File: src/hw/rtl/epoch_seconds_to_calendar_assert.svh
// assertion macros for the epoch to calendar converter
`ifndef EPOCH_SECONDS_TO_CALENDAR_ASSERT_SVH
`define EPOCH_SECONDS_TO_CALENDAR_ASSERT_SVH
`ifndef SYNTHESIS
`define EPC_ASSERT_ALWAYS(lbl, clk, rst_n, cond) \
	lbl: assert property (@(posedge clk) disable iff (!rst_n) (cond)) \
	else $error("epc invariant violated");
`define EPC_ASSERT_IMPLY(lbl, clk, rst_n, ante, cons) \
	lbl: assert property (@(posedge clk) disable iff (!rst_n) (ante) |-> (cons)) \
	else $error("epc implication violated");
`else
`define EPC_ASSERT_ALWAYS(lbl, clk, rst_n, cond)
`define EPC_ASSERT_IMPLY(lbl, clk, rst_n, ante, cons)
`endif
`endif

File: src/hw/rtl/epc_pkg.sv
// shared types, constants and tables of the epoch to calendar converter
package epc_pkg;

	typedef struct packed {
		logic valid;
		logic err;
	} epc_ctl_t;

	typedef struct packed {
		logic [4:0] hour;
		logic [5:0] minute;
		logic [5:0] second;
	} epc_hms_t;

	// accept-to-strobe latency in cycles
	localparam int EPC_LATENCY = 11;

	// supported input span and biases
	localparam logic signed [38:0] IN_LOW     = -39'sd211813488000;
	localparam logic signed [38:0] IN_HIGH    = 39'sd252455529599;
	localparam logic [38:0]        U_BIAS     = 39'd211813531200;
	localparam logic signed [38:0] GPS_OFFSET = 39'sd630763200;

	// day split: (u >> 7) / 675
	localparam logic [9:0]  DZ_DIV   = 10'd675;
	localparam int          DZ_SHIFT = 42;
	localparam logic [32:0] DZ_MUL   =
		33'(((64'd1 << DZ_SHIFT) + 64'd674) / 64'd675);

	// gregorian correction
	localparam logic [22:0] SWITCH_DAY  = 23'd2299161;
	localparam logic [24:0] ALPHA_OFS   = 25'd7468865;
	localparam int          ALPHA_SHIFT = 42;
	localparam logic [24:0] ALPHA_MUL   =
		25'(((64'd1 << ALPHA_SHIFT) + 64'd146096) / 64'd146097);
	localparam logic [22:0] B_BIAS      = 23'd1524;

	// year count c = (100 b - 12210) / 36525
	localparam logic [29:0] C_SCALE = 30'd100;
	localparam logic [29:0] C_OFS   = 30'd12210;
	localparam int          C_SHIFT = 46;
	localparam logic [30:0] C_MUL   =
		31'(((64'd1 << C_SHIFT) + 64'd36524) / 64'd36525);
	localparam logic [25:0] D_MUL   = 26'd1461;

	// month index e = (bd * 10000) / 306001, scale folded into the multiplier
	localparam int          E_SHIFT = 42;
	localparam logic [23:0] E_RECIP =
		24'(((64'd1 << E_SHIFT) + 64'd306000) / 64'd306001);
	localparam logic [37:0] E_MUL   = 38'(64'd10000 * 64'(E_RECIP));

	localparam logic [4:0]  MON_SPLIT  = 5'd14;
	localparam logic [4:0]  MON_OFS_LO = 5'd1;
	localparam logic [4:0]  MON_OFS_HI = 5'd13;
	localparam logic [15:0] YR_OFS_LO  = 16'd4716;
	localparam logic [15:0] YR_OFS_HI  = 16'd4715;

	// time of day
	localparam int          H_SHIFT      = 29;
	localparam logic [17:0] H_MUL        =
		18'(((64'd1 << H_SHIFT) + 64'd3599) / 64'd3600);
	localparam int          M_SHIFT      = 23;
	localparam logic [17:0] M_MUL        =
		18'(((64'd1 << M_SHIFT) + 64'd59) / 64'd60);
	localparam logic [10:0] MIN_PER_HOUR = 11'd60;
	localparam logic [16:0] SEC_PER_MIN  = 17'd60;

	// gps: rollover = (|g| >> 17) / 4725, week = (rem >> 7) / 4725
	localparam int          R_SHIFT  = 34;
	localparam logic [21:0] R_MUL    =
		22'(((64'd1 << R_SHIFT) + 64'd4724) / 64'd4725);
	localparam logic [37:0] ROLL_SEC = 38'd619315200;
	localparam int          W_SHIFT  = 36;
	localparam logic [23:0] W_MUL    =
		24'(((64'd1 << W_SHIFT) + 64'd4724) / 64'd4725);
	localparam logic [29:0] WEEK_SEC = 30'd604800;

	// days before month index e: floor(30.6001 e)
	function automatic logic [8:0] month_start(input logic [4:0] e);
		logic [8:0] r;
		unique case (e)
			5'd1:    r = 9'd30;
			5'd2:    r = 9'd61;
			5'd3:    r = 9'd91;
			5'd4:    r = 9'd122;
			5'd5:    r = 9'd153;
			5'd6:    r = 9'd183;
			5'd7:    r = 9'd214;
			5'd8:    r = 9'd244;
			5'd9:    r = 9'd275;
			5'd10:   r = 9'd306;
			5'd11:   r = 9'd336;
			5'd12:   r = 9'd367;
			5'd13:   r = 9'd397;
			5'd14:   r = 9'd428;
			5'd15:   r = 9'd459;
			default: r = 9'd0;
		endcase
		return r;
	endfunction

endpackage

File: src/hw/rtl/epc_gps.sv
// nine-stage gps rollover, week and second of week pipeline
module epc_gps (
	input  logic               clk,
	input  logic               arst_n,
	input  epc_pkg::epc_ctl_t  ctl_in,
	input  logic signed [38:0] g,
	output epc_pkg::epc_ctl_t  ctl_out,
	output logic signed [9:0]  rollover,
	output logic signed [10:0] week,
	output logic signed [20:0] second_of_week
);
	import epc_pkg::*;

	epc_ctl_t    ctl_s1, ctl_s2, ctl_s3, ctl_s4, ctl_s5, ctl_s6, ctl_s7, ctl_s8, ctl_s9;
	logic        neg_s1, neg_s2, neg_s3, neg_s4, neg_s5, neg_s6, neg_s7;
	logic [37:0] gabs_s1, gabs_s2, gabs_s3;
	logic [42:0] pr_s2;
	logic [8:0]  roll_s3, roll_s4, roll_s5, roll_s6, roll_s7;
	logic [37:0] rprod_s3;
	logic [29:0] rem_s4, rem_s5, rem_s6;
	logic [46:0] pw_s5;
	logic [9:0]  week_s6, week_s7;
	logic [29:0] wprod_s6;
	logic [19:0] gsec_s7;
	logic [9:0]  roll_s8, roll_s9;
	logic [10:0] week_s8, week_s9;
	logic [20:0] gsec_s8, gsec_s9;

	logic [38:0] gn;
	logic [8:0]  roll_q0;
	logic [37:0] rem_full;
	logic [9:0]  week_q0;
	logic [29:0] gsec_full;
	logic [9:0]  roll_x;
	logic [10:0] week_x;
	logic [20:0] gsec_x;

	always_ff @(posedge clk or negedge arst_n) begin
		if (!arst_n) begin
			ctl_s1 <= '0;
			ctl_s2 <= '0;
			ctl_s3 <= '0;
			ctl_s4 <= '0;
			ctl_s5 <= '0;
			ctl_s6 <= '0;
			ctl_s7 <= '0;
			ctl_s8 <= '0;
			ctl_s9 <= '0;
		end else begin
			ctl_s1 <= ctl_in;
			ctl_s2 <= ctl_s1;
			ctl_s3 <= ctl_s2;
			ctl_s4 <= ctl_s3;
			ctl_s5 <= ctl_s4;
			ctl_s6 <= ctl_s5;
			ctl_s7 <= ctl_s6;
			ctl_s8 <= ctl_s7;
			ctl_s9 <= ctl_s8;
		end
	end

	// divide the magnitude, then put the sign back: truncation toward zero
	always_comb begin
		gn        = -g;
		roll_q0   = pr_s2[42:R_SHIFT];
		rem_full  = gabs_s3 - rprod_s3;
		week_q0   = pw_s5[45:W_SHIFT];
		gsec_full = rem_s6 - wprod_s6;
		roll_x    = {1'b0, roll_s7};
		week_x    = {1'b0, week_s7};
		gsec_x    = {1'b0, gsec_s7};
	end

	always_ff @(posedge clk) begin
		neg_s1  <= g[38];
		gabs_s1 <= g[38] ? gn[37:0] : g[37:0];

		neg_s2  <= neg_s1;
		gabs_s2 <= gabs_s1;
		pr_s2   <= 43'(gabs_s1[37:17]) * 43'(R_MUL);

		neg_s3   <= neg_s2;
		gabs_s3  <= gabs_s2;
		roll_s3  <= roll_q0;
		rprod_s3 <= 38'(roll_q0) * ROLL_SEC;

		neg_s4  <= neg_s3;
		roll_s4 <= roll_s3;
		rem_s4  <= rem_full[29:0];

		neg_s5  <= neg_s4;
		roll_s5 <= roll_s4;
		rem_s5  <= rem_s4;
		pw_s5   <= 47'(rem_s4[29:7]) * 47'(W_MUL);

		neg_s6   <= neg_s5;
		roll_s6  <= roll_s5;
		rem_s6   <= rem_s5;
		week_s6  <= week_q0;
		wprod_s6 <= 30'(week_q0) * WEEK_SEC;

		neg_s7  <= neg_s6;
		roll_s7 <= roll_s6;
		week_s7 <= week_s6;
		gsec_s7 <= gsec_full[19:0];

		roll_s8 <= neg_s7 ? 10'(-roll_x) : roll_x;
		week_s8 <= neg_s7 ? 11'(-week_x) : week_x;
		gsec_s8 <= neg_s7 ? 21'(-gsec_x) : gsec_x;

		if (ctl_s8.err) begin
			roll_s9 <= '0;
			week_s9 <= '0;
			gsec_s9 <= '0;
		end else begin
			roll_s9 <= roll_s8;
			week_s9 <= week_s8;
			gsec_s9 <= gsec_s8;
		end
	end

	assign ctl_out        = ctl_s9;
	assign rollover       = $signed(roll_s9);
	assign week           = $signed(week_s9);
	assign second_of_week = $signed(gsec_s9);

endmodule
File: config.mk
export PLATFORM = sky130hd
export DESIGN_NAME = epc_gps
export DESIGN_NICKNAME = d
export VERILOG_FILES = /design/src/hw/rtl/epoch_seconds_to_calendar_assert.svh /design/src/hw/rtl/epc_pkg.sv /design/src/hw/rtl/epc_gps.sv
export SDC_FILE = /design/constraint.sdc
export NUM_CORES = 2
export LEC_CHECK = 0
export ABC_AREA = 1
export BUFFER_PORTS_ARGS = -buffer_cell sky130_fd_sc_hd__buf_2
export CORE_UTILIZATION = 55
export DETAILED_ROUTE_END_ITERATION = 6
export PLACE_DENSITY = 0.74
export RECOVER_POWER = 25
export SYNTH_ARGS = -nofsm -noshare
export SYNTH_HDL_FRONTEND = slang
export SYNTH_SLANG_ARGS = --single-unit
File: constraint.sdc
create_clock -name clk -period 6.6 [get_ports clk]
set_input_delay 1.32 -clock clk [delete_from_list [all_inputs] [get_ports clk]]
set_output_delay 1.32 -clock clk [all_outputs]
set_load 0.005 [all_outputs]
==> results.ini <==
[floorplan]
die_h_um = 246
initial_utilization = 0.556
die_w_um = 246
rows = 89
io_pins = 87
die_area_um2 = 60500
core-area_um2 = 58900

[sta]
worst_slew_pin_slew_ps = 970
setup_viol = 0
max-slew-margin-rel = 0.352
hold_viol_final = 0
timing.fmax_ghz = 0.168
tns_ps = 0
rsz0062_at_grt = no
slew_viol_final = 0
period_needed_ps = 5960
fin_crit_sh = 0.903
finalClockSkew_ps = 24.4

[setup_path]
cp_max_fo = 5
path_delay_family = adder cells
crit_top_cell = fa_1
end_kind = register
path_cells = fa_1 > inv_1 > fa_1 > fa_1 > inv_1 > fa_1 > inv_1 > fa_1 > inv_1 > fa_1 > inv_1 > fa_1 > inv_1 > ha_1 > a21oi_1 > nor2_1 > o21ai_0 > nand2_1 > a21oi_1 > nand3_1 > nand2_1 > nand2_1
max_stage_delay_ps = 560
criticalPathCategory = register to register
worstPathArrival_ps = 6450
start_kind = register
crit_slowest_cell = fa_1
worst_ep_required_time_ps = 7090
path_buf_inv = 6

[yosys]
synthDistinctLibCells = 39
ys_warn_count = 0
syn_nets = 4449
synth-edff-count = 0
yosysSeqAreaShare = 0.249
synth_xor_area_frac = 0.0356
synth_seq_cells = 403
synth_top_family_by_area = adder cells
synthFlopType = dfxtp_1
avgSynthCellArea_um2 = 9.35
synth_area_um2 = 32700
synth.area.mux_share = 0
synthAdderAreaFrac = 0.456
synth_compound_area_frac = 0.0397
async_reset_ff_frac = 0.0447
yosys.area_share.simple = 0.108
syn_inst = 3503

[min_path]
holdCritPathClass = register to register

[cts]
ctsHoldBuffers = 0
cts.clk_slew.worst_paths_ps = 60
post_cts_buffers = 0
ctsLongestPathBuffers = 3
htreeDepth = 2
cts_made_buffers = 41
cts_tree = done
cts_resized = 0
clock_latency_ps = 590
root_buffer = clkbuf_16
clkSinkCount = 403

[layout]
n_antenna_cell = 0
nets = 4570
syn2layout_area_growth_pct = 8.53
final_util = 0.603
layout-drive-gt1-share = 0.0506

[route]
drc = 0
wire_per_inst_um = 16.8
totalWireLength_um = 74400
drt_iter0_markers = 1365
drt_first_pass_iters = 5
viasPerCell = 5.00
antenna_left = 0
vias = 22200

[global_routing]
grt_overflow = 0
grt_max_degree = 44
grt_pass1_wl_um = 119000
grt_pass1_vias = 23300
grt_antenna_before_repair = 0
track_usage = 0.254

[status]
status = finished clean

[flow_run]
drv_cap = 0

[placed_design]
routabilityCongestion = 1.05
port-buffer-count = 86
hpwlAfterDp_um = 64200

worst register-to-register path, stage by stage (launching register included):
cell,delay [ps]
dfxtp_1,510
fa_1,530
inv_1,150
fa_1,470
fa_1,490
inv_1,50
fa_1,530
inv_1,60
fa_1,530
inv_1,50
fa_1,560
inv_1,60
fa_1,520
inv_1,40
ha_1,330
a21oi_1,190
nor2_1,70
o21ai_0,160
nand2_1,90
a21oi_1,250
nand3_1,110
nand2_1,70
nand2_1,40
cells in the final DEF (no fill, tap or decap), types with 4 or more instances in the layout:
master,instances
a21oi_1,119
clkbuf_1,8
nor2_1,238
clkbuf_8,4
dfrtp_1,18
o31ai_1,4
o211ai_1,5
xor2_1,73
ha_1,421
clkinv_4,5
xnor2_1,60
nand2_1,443
clkinvlp_4,4
nor4_1,6
o21bai_1,17
o21ai_0,62
nor3_1,32
clkinv_2,4
fa_1,482
nand3_1,82
inv_1,958
a21o_1,10
nor2_2,7
dfxtp_1,385
nand4_1,29
clkbuf_16,41
buf_2,86
o21ai_1,6
buf_4,5
a31oi_1,6
synth_stat cells (2+ instances only):
library cell	number	area [um2]
clkbuf_1	13	48.8
nor4_1	6	37.5
o31ai_1	4	30.0
a21oi_1	119	596
inv_1	958	3600
xnor2_1	60	526
nand2_2	3	18.8
o211ai_1	5	37.5
a21o_1	10	75.1
nor2_1	238	893
nand2_1	443	1660
o21ai_2	2	17.5
o21ai_0	62	310
nand3_2	2	20.0
a31oi_1	6	37.5
nand4_1	29	181
dfrtp_1	18	450
xor2_1	73	639
fa_1	482	9650
a41oi_1	2	17.5
ha_1	421	5270
or2_2	2	12.5
inv_2	3	11.3
nor2_2	7	43.8
o21bai_1	17	128
nor3_1	32	160
nand3_1	82	410
dfxtp_1	385	7710
nand3b_1	3	22.5
nor3_2	2	20.0
o21ai_1	6	30.0
cell families (layout without fill, tap and decap cells):
family                   Yosys count  count (layout)
buffers and inverters            974            1128
adder cells (fa/ha/maj)          903             903
flip-flops                       403             403
AND/OR/NAND/NOR                  855             855
AO/OA/AOI/OAI                    235             235
XOR/XNOR                         133             133
per-layer routing:
metal | routed length, um | up-vias | global-route usage
met5 | 0 | - | 0
met3 | 4010 | 148 | 0.0366
li1 | - | 10700 | -
met1 | 30600 | 10700 | 0.318
met4 | 2920 | 0 | 0.0983
met2 | 36800 | 613 | 0.441
final timing paths:
kind | slack, ps | end | startpoint | depth (start not counted)
setup / recovery | 640 | pw_s5[44] | rem_s4[22] | 22
hold / removal | 300 | roll_s5[3] | roll_s4[3] | 0
setup reg to reg | 640 | pw_s5[44] | rem_s4[22] | 22
hold reg to reg | 300 | roll_s5[3] | roll_s4[3] | 0
max in group asynchronous | 5660 | ctl_s1[1] | arst_n | 1
min in group asynchronous | 660 | ctl_s4[1] | arst_n | 1
flip-flops by register name, indices dropped and copies added, names as in the netlist, 9 cells and up:
register        count
roll_s4             9
pw_s5              12
gabs_s2            30
roll_s5             9
gabs_s1            38
gsec_s8            21
wprod_s6           11
rollover           10
week_s8            11
week_s6            10
gabs_s3            30
roll_s6             9
rem_s5             18
week               11
rprod_s3           11
gsec_s7            20
week_s7            10
second_of_week     21
rem_s6             20
roll_s7             9
roll_s3             9
pr_s2               9
roll_s8            10
rem_s4             30
stage by stage:
step | hold slack [ps] | std cells | cell area (um2) | setup WS, ps
after CTS | 308 | 4430 | 35500 | 654
after detailed placement | 312 | 4354 | 34100 | 663
after floorplan | 310 | 3503 | 32700 | 1070
after global routing | 318 | 4430 | 35500 | 341
final | 304 | 4430 | 35500 | 642
after global placement | 310 | 4354 | 34100 | 734
final cells by class:
cell class                      instances  area, um2
Tap cell                              773        967
Clock buffer                           53       1110
Clock inverter                         23        294
Fill cell                            4915      23400
Multi-Input combinational cell       2126      20900
Sequential cell                       403       8160
Inverter                              961       3610
Timing Repair Buffer                   91        468
Power is not shown: default switching activity piles up to over one toggle a cycle in this logic, so the estimate is an artifact.
