File: config.mk
export PLATFORM = sky130hd
export DESIGN_NAME = epc_cal
export DESIGN_NICKNAME = d
export VERILOG_FILES = /design/src/hw/rtl/epoch_seconds_to_calendar_assert.svh /design/src/hw/rtl/epc_pkg.sv /design/src/hw/rtl/epc_cal.sv
export SDC_FILE = /design/constraint.sdc
export NUM_CORES = 2
export LEC_CHECK = 0
export BUFFER_PORTS_ARGS = -buffer_cell sky130_fd_sc_hd__clkbuf_2
export CAP_MARGIN = 20
export CORE_ASPECT_RATIO = 0.75
export CORE_MARGIN = 1
export CORE_UTILIZATION = 61
export CTS_BUF_LIST = sky130_fd_sc_hd__clkbuf_2
export DETAILED_ROUTE_END_ITERATION = 8
export PLACE_DENSITY = 0.78
export SLEW_MARGIN = 20
export SYNTH_ARGS = -nofsm -noshare
export SYNTH_HDL_FRONTEND = slang
export SYNTH_SLANG_ARGS = --single-unit
File: constraint.sdc
create_clock -name clk -period 9.58 [get_ports clk]
set_input_delay 1.916 -clock clk [delete_from_list [all_inputs] [get_ports clk]]
set_output_delay 1.916 -clock clk [all_outputs]
set_load 0.005 [all_outputs]
File: src/hw/rtl/epoch_seconds_to_calendar_assert.svh
// assertion macros for the epoch to calendar converter
`ifndef EPOCH_SECONDS_TO_CALENDAR_ASSERT_SVH
`define EPOCH_SECONDS_TO_CALENDAR_ASSERT_SVH
`ifndef SYNTHESIS
`define EPC_ASSERT_ALWAYS(lbl, clk, rst_n, cond) \
	lbl: assert property (@(posedge clk) disable iff (!rst_n) (cond)) \
	else $error("epc invariant violated");
`define EPC_ASSERT_IMPLY(lbl, clk, rst_n, ante, cons) \
	lbl: assert property (@(posedge clk) disable iff (!rst_n) (ante) |-> (cons)) \
	else $error("epc implication violated");
`else
`define EPC_ASSERT_ALWAYS(lbl, clk, rst_n, cond)
`define EPC_ASSERT_IMPLY(lbl, clk, rst_n, ante, cons)
`endif
`endif

File: src/hw/rtl/epc_pkg.sv
// shared types, constants and tables of the epoch to calendar converter
package epc_pkg;

	typedef struct packed {
		logic valid;
		logic err;
	} epc_ctl_t;

	typedef struct packed {
		logic [4:0] hour;
		logic [5:0] minute;
		logic [5:0] second;
	} epc_hms_t;

	// accept-to-strobe latency in cycles
	localparam int EPC_LATENCY = 11;

	// supported input span and biases
	localparam logic signed [38:0] IN_LOW     = -39'sd211813488000;
	localparam logic signed [38:0] IN_HIGH    = 39'sd252455529599;
	localparam logic [38:0]        U_BIAS     = 39'd211813531200;
	localparam logic signed [38:0] GPS_OFFSET = 39'sd630763200;

	// day split: (u >> 7) / 675
	localparam logic [9:0]  DZ_DIV   = 10'd675;
	localparam int          DZ_SHIFT = 42;
	localparam logic [32:0] DZ_MUL   =
		33'(((64'd1 << DZ_SHIFT) + 64'd674) / 64'd675);

	// gregorian correction
	localparam logic [22:0] SWITCH_DAY  = 23'd2299161;
	localparam logic [24:0] ALPHA_OFS   = 25'd7468865;
	localparam int          ALPHA_SHIFT = 42;
	localparam logic [24:0] ALPHA_MUL   =
		25'(((64'd1 << ALPHA_SHIFT) + 64'd146096) / 64'd146097);
	localparam logic [22:0] B_BIAS      = 23'd1524;

	// year count c = (100 b - 12210) / 36525
	localparam logic [29:0] C_SCALE = 30'd100;
	localparam logic [29:0] C_OFS   = 30'd12210;
	localparam int          C_SHIFT = 46;
	localparam logic [30:0] C_MUL   =
		31'(((64'd1 << C_SHIFT) + 64'd36524) / 64'd36525);
	localparam logic [25:0] D_MUL   = 26'd1461;

	// month index e = (bd * 10000) / 306001, scale folded into the multiplier
	localparam int          E_SHIFT = 42;
	localparam logic [23:0] E_RECIP =
		24'(((64'd1 << E_SHIFT) + 64'd306000) / 64'd306001);
	localparam logic [37:0] E_MUL   = 38'(64'd10000 * 64'(E_RECIP));

	localparam logic [4:0]  MON_SPLIT  = 5'd14;
	localparam logic [4:0]  MON_OFS_LO = 5'd1;
	localparam logic [4:0]  MON_OFS_HI = 5'd13;
	localparam logic [15:0] YR_OFS_LO  = 16'd4716;
	localparam logic [15:0] YR_OFS_HI  = 16'd4715;

	// time of day
	localparam int          H_SHIFT      = 29;
	localparam logic [17:0] H_MUL        =
		18'(((64'd1 << H_SHIFT) + 64'd3599) / 64'd3600);
	localparam int          M_SHIFT      = 23;
	localparam logic [17:0] M_MUL        =
		18'(((64'd1 << M_SHIFT) + 64'd59) / 64'd60);
	localparam logic [10:0] MIN_PER_HOUR = 11'd60;
	localparam logic [16:0] SEC_PER_MIN  = 17'd60;

	// gps: rollover = (|g| >> 17) / 4725, week = (rem >> 7) / 4725
	localparam int          R_SHIFT  = 34;
	localparam logic [21:0] R_MUL    =
		22'(((64'd1 << R_SHIFT) + 64'd4724) / 64'd4725);
	localparam logic [37:0] ROLL_SEC = 38'd619315200;
	localparam int          W_SHIFT  = 36;
	localparam logic [23:0] W_MUL    =
		24'(((64'd1 << W_SHIFT) + 64'd4724) / 64'd4725);
	localparam logic [29:0] WEEK_SEC = 30'd604800;

	// days before month index e: floor(30.6001 e)
	function automatic logic [8:0] month_start(input logic [4:0] e);
		logic [8:0] r;
		unique case (e)
			5'd1:    r = 9'd30;
			5'd2:    r = 9'd61;
			5'd3:    r = 9'd91;
			5'd4:    r = 9'd122;
			5'd5:    r = 9'd153;
			5'd6:    r = 9'd183;
			5'd7:    r = 9'd214;
			5'd8:    r = 9'd244;
			5'd9:    r = 9'd275;
			5'd10:   r = 9'd306;
			5'd11:   r = 9'd336;
			5'd12:   r = 9'd367;
			5'd13:   r = 9'd397;
			5'd14:   r = 9'd428;
			5'd15:   r = 9'd459;
			default: r = 9'd0;
		endcase
		return r;
	endfunction

endpackage

File: src/hw/rtl/epc_cal.sv
// seven-stage day number to calendar date and time of day pipeline
module epc_cal (
	input  logic               clk,
	input  logic               arst_n,
	input  epc_pkg::epc_ctl_t  ctl_in,
	input  logic [22:0]        z,
	input  logic [16:0]        sod,
	output epc_pkg::epc_ctl_t  ctl_out,
	output logic signed [14:0] year,
	output logic [3:0]         month,
	output logic [4:0]         day,
	output logic [4:0]         hour,
	output logic [5:0]         minute,
	output logic [5:0]         second_of_minute
);
	import epc_pkg::*;

	epc_ctl_t    ctl_s1, ctl_s2, ctl_s3, ctl_s4, ctl_s5, ctl_s6, ctl_s7;
	logic [48:0] pa_s1;
	logic [22:0] z_s1;
	logic        sw_s1;
	logic [34:0] ph_s1, pm_s1;
	logic [16:0] sod_s1;
	logic [22:0] b_s2, b_s3, b_s4;
	epc_hms_t    hms_s2, hms_s3, hms_s4, hms_s5, hms_s6, hms_s7;
	logic [29:0] numc_s3;
	logic [60:0] pc_s4;
	logic [14:0] c_s5, c_s6;
	logic [8:0]  bd_s5, bd_s6;
	logic [46:0] pe_s6;
	logic [14:0] year_s7;
	logic [3:0]  month_s7;
	logic [4:0]  day_s7;

	logic [24:0] num_a;
	logic [6:0]  alpha;
	logic [22:0] a;
	logic [4:0]  hr;
	logic [10:0] mt;
	logic [10:0] hm;
	logic [16:0] ms;
	epc_hms_t    hms_new;
	logic [14:0] c;
	logic [25:0] cd;
	logic [22:0] bd_full;
	logic [4:0]  e;
	logic        early;
	logic [8:0]  dom;
	logic [4:0]  mon;
	logic [15:0] yr;

	always_ff @(posedge clk or negedge arst_n) begin
		if (!arst_n) begin
			ctl_s1 <= '0;
			ctl_s2 <= '0;
			ctl_s3 <= '0;
			ctl_s4 <= '0;
			ctl_s5 <= '0;
			ctl_s6 <= '0;
			ctl_s7 <= '0;
		end else begin
			ctl_s1 <= ctl_in;
			ctl_s2 <= ctl_s1;
			ctl_s3 <= ctl_s2;
			ctl_s4 <= ctl_s3;
			ctl_s5 <= ctl_s4;
			ctl_s6 <= ctl_s5;
			ctl_s7 <= ctl_s6;
		end
	end

	always_comb begin
		// only meaningful past the calendar switch, selected off below it
		num_a = {z, 2'b00} - ALPHA_OFS;

		alpha = pa_s1[48:ALPHA_SHIFT];
		a     = sw_s1 ? (z_s1 + 23'd1 + 23'(alpha) - 23'(alpha[6:2])) : z_s1;

		hr     = ph_s1[33:H_SHIFT];
		mt     = pm_s1[33:M_SHIFT];
		hm     = 11'(hr) * MIN_PER_HOUR;
		ms     = 17'(mt) * SEC_PER_MIN;
		hms_new.hour   = hr;
		hms_new.minute = 6'(mt - hm);
		hms_new.second = 6'(sod_s1 - ms);

		c       = pc_s4[60:C_SHIFT];
		cd      = 26'(c) * D_MUL;
		bd_full = b_s4 - cd[24:2];

		e     = pe_s6[46:E_SHIFT];
		early = (e < MON_SPLIT);
		dom   = bd_s6 - month_start(e);
		mon   = early ? (e - MON_OFS_LO) : (e - MON_OFS_HI);
		yr    = {1'b0, c_s6} - (early ? YR_OFS_LO : YR_OFS_HI);
	end

	always_ff @(posedge clk) begin
		pa_s1  <= 49'(num_a[23:0]) * 49'(ALPHA_MUL);
		z_s1   <= z;
		sw_s1  <= (z >= SWITCH_DAY);
		ph_s1  <= 35'(sod) * 35'(H_MUL);
		pm_s1  <= 35'(sod) * 35'(M_MUL);
		sod_s1 <= sod;

		b_s2   <= a + B_BIAS;
		hms_s2 <= hms_new;

		numc_s3 <= 30'(b_s2) * C_SCALE - C_OFS;
		b_s3    <= b_s2;
		hms_s3  <= hms_s2;

		pc_s4  <= 61'(numc_s3) * 61'(C_MUL);
		b_s4   <= b_s3;
		hms_s4 <= hms_s3;

		c_s5   <= c;
		bd_s5  <= bd_full[8:0];
		hms_s5 <= hms_s4;

		pe_s6  <= 47'(bd_s5) * 47'(E_MUL);
		c_s6   <= c_s5;
		bd_s6  <= bd_s5;
		hms_s6 <= hms_s5;

		// out of range beats leave with every field cleared
		if (ctl_s6.err) begin
			year_s7  <= '0;
			month_s7 <= '0;
			day_s7   <= '0;
			hms_s7   <= '0;
		end else begin
			year_s7  <= yr[14:0];
			month_s7 <= mon[3:0];
			day_s7   <= dom[4:0];
			hms_s7   <= hms_s6;
		end
	end

	assign ctl_out          = ctl_s7;
	assign year             = $signed(year_s7);
	assign month            = month_s7;
	assign day              = day_s7;
	assign hour             = hms_s7.hour;
	assign minute           = hms_s7.minute;
	assign second_of_minute = hms_s7.second;

endmodule

==> run metrics <==
slowest stage delay, CP between 0.8 and 0.9 ns; CTS Hold Bufs 0; Port Buf Inserts 86; run status complete, but fails checks; pin count of the biggest net entering global routing 43; unrepaired setup endpoints after global routing false; violated checks design-rule violations; Multi-input gate area 36700 um2; Die H 247 um; critical path class in -> reg; GPL Wtd Cong slightly below 1; mapped cell area around 49000 um2; CTS tree built; WP buf/inv 8; syn avg cell area 10.1 um2; post-synthesis sequential area ratio 0.136; Synth Flop Type dfxtp_1; actual slew at the worst max-slew pin ~0.96 ns; register area about 6600 um2; clock buffer depth 3; fin. max-slew vios 0; setup bufs post-CTS 0; initial core utilization 0.617; minimum clock period 8.96 ns; Synth Instances 4825; worst-path fanout max 7; first-pass GRT wire length 183 mm; clk_lat worst skew 1.06 ns; Overflow after GRT 0; GRT Total Usage 0.290; root buffer cell clkbuf_2; Ports 87; Final period util 0.935; Max H-tree Level 3; Area Growth Syn to Fin 5.95%; max_cap viols 0; core area 78800 um2; Post-CTS Resized 0; #FFs+latches synth 326; Setup-failing EPs final 0; worst path required time 10.47 ns; CP most frequent cell inv_1; Final Routed Wirelength around 110 mm; Ys Warns 0; per-cell routed wire length 18.0 um; row cnt 89; hold slack final between 0.3 and 0.4 ns; final net count slightly below 7000; crit path launch type input pin; post-synth cell types 92; number of global-route vias before repair between 30000 and 40000; WP data arrival about 9.9 ns; vias per inst 5.32; share of flip-flops with an asynchronous set or reset 0.0429; clock skew 0.107 ns; Filler cells ~6300; DRC Markers 11; Hold Path Class reg -> reg; ANT nets after route 0; total CTS buffers 80; CP Capture Type flop; worst-path cell with the longest stage delay o41ai_1; share of layout cells above drive strength 1 0.0602; Die W around 330 um; first-pass iteration count of the detailed router 7; vias post-DR 32527; Slew HR 0.352; family with the most delay on the worst path adder cells; Mapped Nets roughly 6700; min setup slack post-route roughly 0.62 ns; final HPWL from detailed placement 97.5 mm; clk sinks 326; Die ar. 80900 um2; Hold Vio Cnt, Final 0; number of synthesized flops with an enable pin 0; worst slack at placement -0.302 ns; drt initial violations approximately 1800; initial antenna violation count 4; FMAX roughly 0.11 GHz; CTS clk-pin slew, worst paths 0.10 ns
-- worst paths after layout --
| check | start | endpoint | slack, ns | cells past startpoint |
|---|---|---|---|---|
| min | hms_s5[8]$_DFF_P_ | hms_s6[8]$_DFF_P_ | 0.31 | 0 |
| max in group asynchronous | arst_n | ctl_s6[0]$_DFF_PN0_ | 8.49 | 1 |
| min reg2reg | hms_s5[8]$_DFF_P_ | hms_s6[8]$_DFF_P_ | 0.31 | 0 |
| max | z[1] | pa_s1[42]$_DFF_P_ | 0.62 | 28 |
| max reg2reg | numc_s3[10]$_DFF_P_ | pc_s4[58]$_DFF_P_ | 1.36 | 24 |
| min in group asynchronous | arst_n | ctl_s4[0]$_DFF_PN0_ | 0.80 | 1 |
-- kinds of logic (layout without fill, tap and decap cells) --
group,after synthesis,in the layout,share of synthesized area
fa+ha+maj,1820,1820,0.586
buf+inv,1430,1672,0.110
simple gates,498,498,0.0530
compound gates,490,490,0.0670
xor+xnor,247,247,0.0451
mux,14,14,0.00291
flops,326,326,0.136
other cells,0,3,0
-- stage by stage --
step | util | cells | TNS (ns) | cell area, um2
3_5_place_dp | 0.642 | 5974 | -1.19 | 50600
3_3_place_gp | 0.642 | 5974 | -0.306 | 50600
6_report | 0.654 | 6116 | 0 | 51500
4_1_cts | 0.654 | 6113 | 0 | 51500
5_1_grt | 0.654 | 6116 | 0 | 51500
2_1_floorplan | - | 4825 | 0 | 48600
-- state kept, by name, summed over array words and instances, names as in the netlist, 6 cells and up, named ones only --
register	flops
c_s5	15
hms_s5	17
z_s1	23
minute	6
b_s2	23
hms_s3	17
pa_s1	7
hms_s2	17
pm_s1	6
b_s4	9
bd_s5	9
b_s3	9
pc_s4	15
hms_s6	17
numc_s3	28
sod_s1	6
hms_s4	17
c_s6	15
year	15
second_of_minute	6
-- cells in the mapped netlist (all sizes together), types with 4 or more instances --
| cell | n | share of area |
|---|---|---|
| inv | 1395 | 0.11 |
| and4 | 6 | 0.0011 |
| and2 | 12 | 0.0015 |
| xnor2 | 158 | 0.028 |
| o2111ai | 8 | 0.0014 |
| o211ai | 15 | 0.0023 |
| nand3b | 7 | 0.0011 |
| buf | 5 | 0.00046 |
| a31o | 5 | 0.00090 |
| or3 | 17 | 0.0024 |
| a21o | 79 | 0.012 |
| nor2b | 39 | 0.0052 |
| nor4 | 11 | 0.0015 |
| fa | 765 | 0.31 |
| nand3 | 41 | 0.0042 |
| nand4 | 22 | 0.0028 |
| o21a | 22 | 0.0034 |
| nand2b | 28 | 0.0038 |
| o22ai | 5 | 0.00064 |
| a211oi | 17 | 0.0026 |
| a221oi | 7 | 0.0013 |
| o31ai | 7 | 0.0012 |
| nor3b | 4 | 0.00062 |
| nand2 | 100 | 0.0077 |
| or4 | 4 | 0.00069 |
| a21boi | 7 | 0.0011 |
| nor2 | 128 | 0.0099 |
| o21ai | 80 | 0.0083 |
| dfrtp | 14 | 0.0072 |
| o21bai | 16 | 0.0025 |
| or2 | 8 | 0.0010 |
| o311ai | 4 | 0.00072 |
| xor2 | 87 | 0.016 |
| a211o | 6 | 0.0011 |
| ha | 1053 | 0.27 |
| a2111oi | 11 | 0.0020 |
| a21oi | 151 | 0.016 |
| dfxtp | 312 | 0.13 |
| a31oi | 14 | 0.0021 |
| clkbuf | 30 | 0.0023 |
| nor3 | 34 | 0.0035 |
| mux2i | 13 | 0.0027 |
| and3 | 23 | 0.0030 |
| nand4b | 5 | 0.00090 |
-- per-layer routing --
| metal | GRT usage | wire, um |
|---|---|---|
| met5 | 0 | 0 |
| met4 | 0.0572 | 1820 |
| met3 | 0.0620 | 7900 |
| met2 | 0.462 | 49800 |
| met1 | 0.409 | 50300 |
-- final cells by class --
cell class,count,area share
Multi-Input combinational cell,3069,0.712
Sequential cell,326,0.128
Inverter,1395,0.102
Tap cell,1046,0.0254
Timing Repair Buffer,138,0.0159
Clock buffer,111,0.0108
Clock inverter,28,0.00653
Antenna cell,3,0.000146
-- cells in the final DEF (no fill, tap or decap), drive strengths merged, types with 8 or more instances in the layout --
| cell type | netlist | layout |
|---|---|---|
| nand4 | 22 | 22 |
| and3 | 23 | 23 |
| o2111ai | 8 | 8 |
| o21ai | 80 | 80 |
| nor2b | 39 | 39 |
| o21a | 22 | 22 |
| nand2b | 28 | 28 |
| o211ai | 15 | 15 |
| a21oi | 151 | 151 |
| and2 | 12 | 12 |
| clkbuf | 30 | 197 |
| nor4 | 11 | 11 |
| buf | 5 | 52 |
| clkinv | 0 | 14 |
| a31oi | 14 | 14 |
| nand3 | 41 | 41 |
| or2 | 8 | 8 |
| o21bai | 16 | 16 |
| inv | 1395 | 1398 |
| dfxtp | 312 | 312 |
| nor2 | 128 | 128 |
| dfrtp | 14 | 14 |
| or3 | 17 | 17 |
| fa | 765 | 765 |
| xnor2 | 158 | 158 |
| ha | 1053 | 1053 |
| a21o | 79 | 79 |
| nor3 | 34 | 34 |
| nand2 | 100 | 100 |
| xor2 | 87 | 87 |
| mux2i | 13 | 13 |
| bufinv | 0 | 8 |
| a2111oi | 11 | 11 |
| a211oi | 17 | 17 |
Power is left out: the tool's default activity adds up to more than one toggle a clock period on the data nets, which glitch-free logic cannot reach.
